===== src/rtl/sasf_pkg.sv =====
`timescale 1ns / 1ps
package sasf_pkg;

	localparam int MAX_COLUMNS = 1024;
	localparam int COL_W       = $clog2(MAX_COLUMNS);
	localparam int CCNT_W      = 11;
	localparam int SCNT_W      = 16;
	localparam int GCNT_W      = 16;
	localparam int PADDR_W     = 4;
	localparam int PDATA_W     = 32;

	typedef enum logic [1:0] {
		REG_COLUMN_COUNT = 2'd0,
		REG_SAMPLE_COUNT = 2'd1,
		REG_GROUP_COUNT  = 2'd2
	} reg_idx_t;

	// Per-item bookkeeping that rides along the adder pipeline.
	typedef struct packed {
		logic [COL_W-1:0] col;
		logic             last;
		logic             gdone;
		logic             jdone;
	} tag_t;

	// Register load strobes for the adder stages.
	typedef struct packed {
		logic s2;
		logic s3;
		logic s4;
		logic s5;
	} adv_t;

	localparam logic [63:0] F64_DEFAULT_NAN = 64'hFFF8_0000_0000_0000;

endpackage


===== src/rtl/sasf_fadd.sv =====
`timescale 1ns / 1ps
module sasf_fadd import sasf_pkg::*; (
	input  logic        clk,
	input  adv_t        adv,
	input  logic [63:0] a,
	input  logic [63:0] b,
	output logic [63:0] res
);

	function automatic logic [5:0] lzc57(input logic [56:0] v);
		logic [5:0] n;
		n = 6'd57;
		for (int i = 0; i < 57; i++) begin
			if (v[i]) begin
				n = 6'(56 - i);
			end
		end
		return n;
	endfunction

	// Stage 1: specials, operand swap and alignment.
	logic [10:0] a_exp, b_exp;
	logic        a_nan, b_nan, a_inf, b_inf, spec;
	logic [63:0] spec_res, big, sml;
	logic [10:0] eb, es, d;
	logic [52:0] mb, ms;
	logic [55:0] ext, shifted, mask, al;
	logic [5:0]  sh;

	always_comb begin
		a_exp = a[62:52];
		b_exp = b[62:52];
		a_nan = (&a_exp) && (|a[51:0]);
		b_nan = (&b_exp) && (|b[51:0]);
		a_inf = (&a_exp) && !(|a[51:0]);
		b_inf = (&b_exp) && !(|b[51:0]);
		spec  = a_nan || b_nan || a_inf || b_inf;
		if (a_nan) begin
			spec_res = a | 64'h0008_0000_0000_0000;
		end else if (b_nan) begin
			spec_res = b | 64'h0008_0000_0000_0000;
		end else if (a_inf && b_inf && (a[63] != b[63])) begin
			spec_res = F64_DEFAULT_NAN;
		end else if (a_inf) begin
			spec_res = a;
		end else begin
			spec_res = b;
		end
		if (a[62:0] >= b[62:0]) begin
			big = a;
			sml = b;
		end else begin
			big = b;
			sml = a;
		end
		eb = (big[62:52] == 11'd0) ? 11'd1 : big[62:52];
		es = (sml[62:52] == 11'd0) ? 11'd1 : sml[62:52];
		mb = {|big[62:52], big[51:0]};
		ms = {|sml[62:52], sml[51:0]};
		d  = eb - es;
		sh = (d > 11'd56) ? 6'd56 : d[5:0];
		ext     = {ms, 3'b000};
		shifted = ext >> sh;
		mask    = (56'd1 << sh) - 56'd1;
		al      = {shifted[55:1], shifted[0] | (|(ext & mask))};
	end

	logic        sign_s2, sub_s2, spec_s2;
	logic [10:0] e_s2;
	logic [55:0] mb_s2, al_s2;
	logic [63:0] spec_res_s2;

	always_ff @(posedge clk) begin
		if (adv.s2) begin
			sign_s2     <= big[63];
			sub_s2      <= a[63] ^ b[63];
			spec_s2     <= spec;
			spec_res_s2 <= spec_res;
			e_s2        <= eb;
			mb_s2       <= {mb, 3'b000};
			al_s2       <= al;
		end
	end

	// Stage 2: magnitude add or subtract; the big operand never falls below the small one.
	logic        sign_s3, sub_s3, spec_s3;
	logic [10:0] e_s3;
	logic [56:0] sum_s3;
	logic [63:0] spec_res_s3;

	always_ff @(posedge clk) begin
		if (adv.s3) begin
			sign_s3     <= sign_s2;
			sub_s3      <= sub_s2;
			spec_s3     <= spec_s2;
			spec_res_s3 <= spec_res_s2;
			e_s3        <= e_s2;
			sum_s3      <= sub_s2 ? ({1'b0, mb_s2} - {1'b0, al_s2}) : ({1'b0, mb_s2} + {1'b0, al_s2});
		end
	end

	// Stage 3: leading zero count.
	logic        sign_s4, zero_s4, spec_s4;
	logic [10:0] e_s4;
	logic [56:0] sum_s4;
	logic [5:0]  lz_s4;
	logic [63:0] spec_res_s4;

	always_ff @(posedge clk) begin
		if (adv.s4) begin
			// An exact cancellation rounds to +0; two zeros of one sign keep it.
			sign_s4     <= (sum_s3 == 57'd0 && sub_s3) ? 1'b0 : sign_s3;
			zero_s4     <= (sum_s3 == 57'd0);
			spec_s4     <= spec_s3;
			spec_res_s4 <= spec_res_s3;
			e_s4        <= e_s3;
			sum_s4      <= sum_s3;
			lz_s4       <= lzc57(sum_s3);
		end
	end

	// Stage 4: normalize, stopping at the subnormal exponent.
	logic [5:0]  lzm1, shl;
	logic [10:0] em1;
	logic [55:0] norm;
	logic [11:0] e_n;

	always_comb begin
		lzm1 = lz_s4 - 6'd1;
		em1  = e_s4 - 11'd1;
		shl  = ({5'd0, lzm1} < em1) ? lzm1 : em1[5:0];
		if (sum_s4[56]) begin
			norm = {sum_s4[56:2], sum_s4[1] | sum_s4[0]};
			e_n  = {1'b0, e_s4} + 12'd1;
		end else begin
			norm = sum_s4[55:0] << shl;
			e_n  = {1'b0, e_s4} - {6'd0, shl};
		end
	end

	logic        sign_s5, zero_s5, spec_s5;
	logic [11:0] e_s5;
	logic [55:0] norm_s5;
	logic [63:0] spec_res_s5;

	always_ff @(posedge clk) begin
		if (adv.s5) begin
			sign_s5     <= sign_s4;
			zero_s5     <= zero_s4;
			spec_s5     <= spec_s4;
			spec_res_s5 <= spec_res_s4;
			e_s5        <= e_n;
			norm_s5     <= norm;
		end
	end

	// Stage 5: round to nearest even; a mantissa carry runs into the exponent field.
	logic [10:0] ef;
	logic        up;
	logic [62:0] packed_mag;

	always_comb begin
		ef         = norm_s5[55] ? e_s5[10:0] : 11'd0;
		up         = norm_s5[2] & (norm_s5[1] | norm_s5[0] | norm_s5[3]);
		packed_mag = {ef, norm_s5[54:3]} + {62'd0, up};
		if (spec_s5) begin
			res = spec_res_s5;
		end else if (zero_s5) begin
			res = {sign_s5, 63'd0};
		end else if (e_s5 >= 12'd2047) begin
			res = {sign_s5, 11'h7FF, 52'd0};
		end else begin
			res = {sign_s5, packed_mag};
		end
	end

endmodule


===== config.mk =====
export PLATFORM = sky130hd
export DESIGN_NAME = sasf_fadd
export DESIGN_NICKNAME = d
export VERILOG_FILES = /design/src/rtl/sasf_pkg.sv /design/src/rtl/sasf_fadd.sv
export SDC_FILE = /design/constraint.sdc
export NUM_CORES = 2
export LEC_CHECK = 0
export BUFFER_PORTS_ARGS = -buffer_cell sky130_fd_sc_hd__buf_2
export CAP_MARGIN = 30
export CORE_UTILIZATION = 35
export CTS_CLUSTER_DIAMETER = 120
export DETAILED_ROUTE_END_ITERATION = 12
export PLACE_DENSITY = 0.47
export SLEW_MARGIN = 20
export SYNTH_ARGS = -nofsm -noshare
export SYNTH_HDL_FRONTEND = slang
export SYNTH_SLANG_ARGS = --single-unit

===== constraint.sdc =====
create_clock -name clk -period 10.09 [get_ports clk]
set_input_delay 0 -clock clk [delete_from_list [all_inputs] [get_ports clk]]
set_output_delay 0 -clock clk [all_outputs]
set_load 0.01 [all_outputs]

Word level (Yosys, flattened, before mapping)
Index checks and enable logic that the tools add are counted.
- add/subtract/negate cells: 9
- magnitude comparators: 4
- equal/unequal tests: 1
- shifts and indexed selects: 3
- multiplexer cells: 73
- bitwise gates (word level): 7
- reductions and logical operators: 28
- operators by type and width (kind ; number):
    $mux W64 ; 6
    $mux W63 ; 3
    $mux W6 ; 26
    $reduce_or A52 Y1 ; 2
    $mux W5 ; 16
    $add A63 B1 Y63 ; 1
    $ge A63 B63 Y1 ; 1
    $add A56 B56 Y57 ; 1
    $logic_not A57 Y1 ; 1
    $mux W57 ; 1
    $sub A56 B56 Y57 ; 1
    $and A56 B56 Y56 ; 1
    $reduce_or A56 Y1 ; 1
    $shl A1 B6 Y56 const A ; 1
    $shl A56 B6 Y56 ; 1
    $shr A56 B6 Y56 ; 1
    $sub A56 B1 Y56 const B ; 1
    $mux W55 ; 1
    $mux W11 ; 3
    $mux W4 ; 8
    $reduce_or A32 Y1 ; 1
    $logic_not A11 Y1 ; 2
    $reduce_and A11 Y1 ; 2
    $reduce_or A11 Y1 ; 2
    other kinds (24) ; 41
- bits in registers: 598
- bits of input ports: 133
- output and inout port bits: 64
- logic and storage cells: 158

Depth between registers and ports, before layout
- depth after elaboration: 56
- mapped depth: 36
- mapped depth without buffers: 28

Worst setup path before layout
Ideal clock, no wire load.
- path type: input to register
- start point: in b[14]
- end point: reg al_s2[0] (data pin)
- library setup time: 273 ps
- arrival time: 6515 ps
- required time: 9817 ps
- path slack: 3302 ps
- stages on the path: 32
- path buffers: 6
- cell sequence: clkbuf_1 inv_1 ha_1 nand4_1 nor3_1 o211ai_1 a31oi_1 o311ai_1 nand2_1 clkbuf_1 buf_2 buf_1 o21ai_0 nor4_1 nand4_1 and2_1 ha_1 fa_1 nand2b_1 a21oi_1 o22a_1 mux2_4 nor3_4 buf_6 buf_8 nand4_2 a211o_1 a32o_1 nor4_1 nand4_1 nor4_1 nand4_1
- cells in the longest elaborated chain, start to end: 12
- elaborated cells on any way between the ends: 17
- classes of those cells: 2 x add/sub; 2 x order compare; 2 x shift; 5 x mux; 2 x bitwise; 4 x reduce/logical
- RTL lines (what ; RTL line ; text):
    start: declaration ; sasf_fadd.sv:6 ; input logic [63:0] b,
    $ge A63 B63 Y1 * ; sasf_fadd.sv:49 ; if (a[62:0] >= b[62:0]) begin
    $mux W64 * ; sasf_fadd.sv:49 ;
    $logic_not A11 Y1 ; sasf_fadd.sv:56 ; eb = (big[62:52] == 11'd0) ? 11'd1 : big[62:52];
    $mux W11 * ; sasf_fadd.sv:56 ;
    named net eb[3] ; sasf_fadd.sv:25 ; logic [10:0] eb, es, d;
    $sub A11 B11 Y11 * ; sasf_fadd.sv:60 ; d = eb - es;
    $gt A11 B6 Y1 ; sasf_fadd.sv:61 ; sh = (d > 11'd56) ? 6'd56 : d[5:0];
    $mux W6 * ; sasf_fadd.sv:61 ;
    $shl A1 B6 Y56 ; sasf_fadd.sv:64 ; mask = (56'd1 << sh) - 56'd1;
    $sub A56 B1 Y56 ; sasf_fadd.sv:64 ;
    $and A56 B56 Y56 ; sasf_fadd.sv:65 ; al = {shifted[55:1], shifted[0] | (|(ext & mask))};
    $reduce_or A56 Y1 ; sasf_fadd.sv:65 ;
    $or A1 B1 Y1 * ; sasf_fadd.sv:65 ;
    named net al[0] ; sasf_fadd.sv:27 ; logic [55:0] ext, shifted, mask, al;
    end signal: assignment ; sasf_fadd.sv:81 ; al_s2 <= al;
    end: declaration ; sasf_fadd.sv:70 ; logic [55:0] mb_s2, al_s2;
The timed path passes the listed nets; every way through them passes the cells marked *.
A chain may end at the register's enable or synchronous reset.

Worst setup path after layout
- start point: in b[20]
- end point: reg al_s2[15] (data pin)
- cells in the longest elaborated chain, start to end: 8
- elaborated cells on any way between the ends: 12
- classes of those cells: 1 x add/sub; 2 x order compare; 1 x shift; 5 x mux; 3 x reduce/logical
- RTL lines (what ; RTL line ; text):
    $ge A63 B63 Y1 * ; sasf_fadd.sv:49 ;
    $mux W64 * ; sasf_fadd.sv:49 ;
    $logic_not A11 Y1 ; sasf_fadd.sv:56 ;
    $mux W11 * ; sasf_fadd.sv:56 ;
    named net eb[1] ; sasf_fadd.sv:25 ;
    $sub A11 B11 Y11 * ; sasf_fadd.sv:60 ;
    $gt A11 B6 Y1 ; sasf_fadd.sv:61 ;
    $mux W6 * ; sasf_fadd.sv:61 ;
    $shr A56 B6 Y56 * ; sasf_fadd.sv:63 ; shifted = ext >> sh;
    named net al[15] ; sasf_fadd.sv:27 ;
Marks and branches as above.

==> impl_metrics.csv <==
group,metric,value,unit
synth,synth_nets,4908,
synth,synth_area,0.04247,mm²
critical_path,crit_path_max_incr_delay,810,ps
pwr,powerDensity,203.0,mW/mm²
synth,ys.flop_type,"edfxtp_1",
detailed_routing,met2WireLength,86520,µm
cts,cts_sinks,598,
die,io_pins,197,
die,design.die.area,0.1227,mm²
critical_path,crit_type,"primary input to register",
synth,synth_seq_cells,598,
synth,yosys-top-cells-area,"edfxtp_1 (42%), ha_1 (5.9%), nand2_1 (4.9%)",
sta,worst_pin_slew,1119,ps
finish,stdcell_area,0.04838,mm²
sta,post-route-min-period,9014,ps
critical_path,critPathLaunchType,"primary input",
detailed_routing,first_pass_iters,10,
critical_path,crit_required,10460,ps
critical_path,worst-path-max-fanout,24,
die,die_h,350.3,µm
sta,maxSlewHeadroom,24.60,%
critical_path,critPathSlowestCell,"a31oi_1",
die,coreArea,0.1201,mm²
global_routing,grt_start_max_net_pins,82,
detailed_routing,drtAntennaViolNets,0,
cts,htreeDepth,3,
finish,finalNetCount,5077,
finish,drive_gt1_share,11.30,%
placement,portBuffers,196,
synth,postSynth.asyncResetShare,0,%
detailed_routing,dr_wl_met3,14610,µm
placement,dpl-instance-area,0.04539,mm²
cts,hold_buffers,73,
placement,place_ws,1286,ps
critical_path,critical_path.top_delay_family,"compound AO/OA/AOI/OAI gates",
cts,cts_resized,0,
synth,synth_edf_count,598,
detailed_routing,vias_per_cell,6.156,
global_routing,grt_usage,30.92,%
sta,min_period_over_period,89.34,%
sta,fmax,110.9,MHz
pwr,leakage,18.42,nW
synth,synth_warnings,0,
sta,drv_slew,0,
cts,cts_tree,"done",
flow_run,cap_viol_max_count,0,
outcome,violations,"negative hold slack",
pwr,finalPower,9.823,mW
synth,ys_types,106,
outcome,status,"finished, violations left",
placement,place_hpwl,147000,µm
detailed_routing,top_layer_used,"met4",
sta,rsz0062_at_grt,"no",
cts,root_buffer,"clkbuf_16",
detailed_routing,drt-initial-drc-count,4908,
detailed_routing,drc,0,
global_routing,grt_first_pass_wirelength,274000,µm
critical_path,cp.arrival,9390,ps
min_path,hold_path_class,"primary input to register",
sta,fin_ws,1076,ps
finish,synthToLayoutAreaGrowth,13.92,%
sta,finalSetupTns,0,ps
die,start_util,35.35,%
synth,synth.top_cell.area_share,42.29,%
synth,synth_area_leader_cell,"edfxtp_1",
sta,hold_violations,1,
global_routing,antenna_found_initial,10,
synth,avgSynthCellArea,9.288,µm²
pwr,ir_drop,0.1073,mV
detailed_routing,wl_met1,79640,µm
die,fp.dieW,350.3,µm
cts,cts_buffers,69,
cts,cts_max_path_buffers,3,
die,rows,127,
critical_path,end_kind,"register",
finish,fillCellCount,12029,
finish,fin_util,40.27,%
global_routing,grt-ovfl-total,0,
detailed_routing,routed_wirelength,194100,µm
synth,ys_seq_area_share,42.29,%
detailed_routing,vias,39442,
synth,synth_commonest_cells,"edfxtp_1 (598), nand2_1 (557), o21ai_0 (326), a21oi_1 (318), nor2_1 (259)",
synth,synthCells,4572,
sta,setup_viol,0,
sta,finClkSkew,37.12,ps
critical_path,path_buf_inv,5,
cts,insertion_delay,630,ps
synth,synth_most_common_cell,"edfxtp_1",
sta,worst_hold_slack,-6.890,ps
cts,clk_pin_slew,60,ps
placement,place_congestion,1.036,
placement,dp.cells,6205,
finish,final_cells,6407,
detailed_routing,wl_per_cell,30.29,µm
global_routing,grt_pass1_vias,37102,
cts,post_cts_buffers,0,
==> report_power, final <==
group / internal, mW / total [mW] / switching [mW]
clock network: 1.42 / 2.45 / 1.02
logic: 1.19 / 3.94 / 2.75
registers: 3.14 / 3.43 / 0.296
==> layout make-up <==
class,count,area [µm²],share of cell area [%]
inverters,240,900.9,1.862
repair buffers,403,2853,5.897
multi-input cells,3429,22420,46.34
well taps,1612,2017,4.169
flip-flops and latches,598,17960,37.12
clock buffers,79,1764,3.647
clock inverters,38,446.7,0.9233
diodes,8,20.02,0.04138
==> metal layers <==
metal  up-vias  global-route usage, %
met1     19144                  40.68
li1      17703                      -
met2      2111                  48.46
met3       484                  4.400
met5         -                      0
met4         0                  17.97
==> registers in the layout (all words and copies together) (netlist names), 53 cells and up <==
name,cells
spec_res_s4,64
sum_s4,57
spec_res_s3,64
spec_res_s5,64
spec_res_s2,64
mb_s2,53
sum_s3,57
norm_s5,56
al_s2,56
==> final timing paths <==
| check | to | slack, ps | from | cells after the start |
|---|---|---|---|---|
| worst max register to register | e_s5[11] | 2990 | lz_s4[0] | 29 |
| worst min register to register | spec_res_s4[22] | 400 | spec_res_s3[22] | 0 |
| worst min-delay path | al_s2[18] | -7 | adv[3] | 1 |
| worst max-delay path | al_s2[15] | 1080 | b[20] | 31 |
==> logic make-up after synthesis <==
| logic type | synth area share [%] |
|---|---|
| compound gates | 22.91 |
| fa+ha+maj | 6.034 |
| mux | 4.396 |
| simple gates | 15.98 |
| buf+inv | 5.371 |
| flops | 42.29 |
| xor+xnor | 3.026 |
==> cell usage in the layout, fill, tap and decap left out, types with 149 or more instances in the layout <==
cell type / n
nor3_1: 169
nor2_1: 258
ha_1: 200
buf_2: 199
nand2_1: 556
inv_1: 235
a21oi_1: 317
o21ai_0: 322
mux2i_1: 149
nand3_1: 149
edfxtp_1: 598
(Power assumes the default switching activity.)
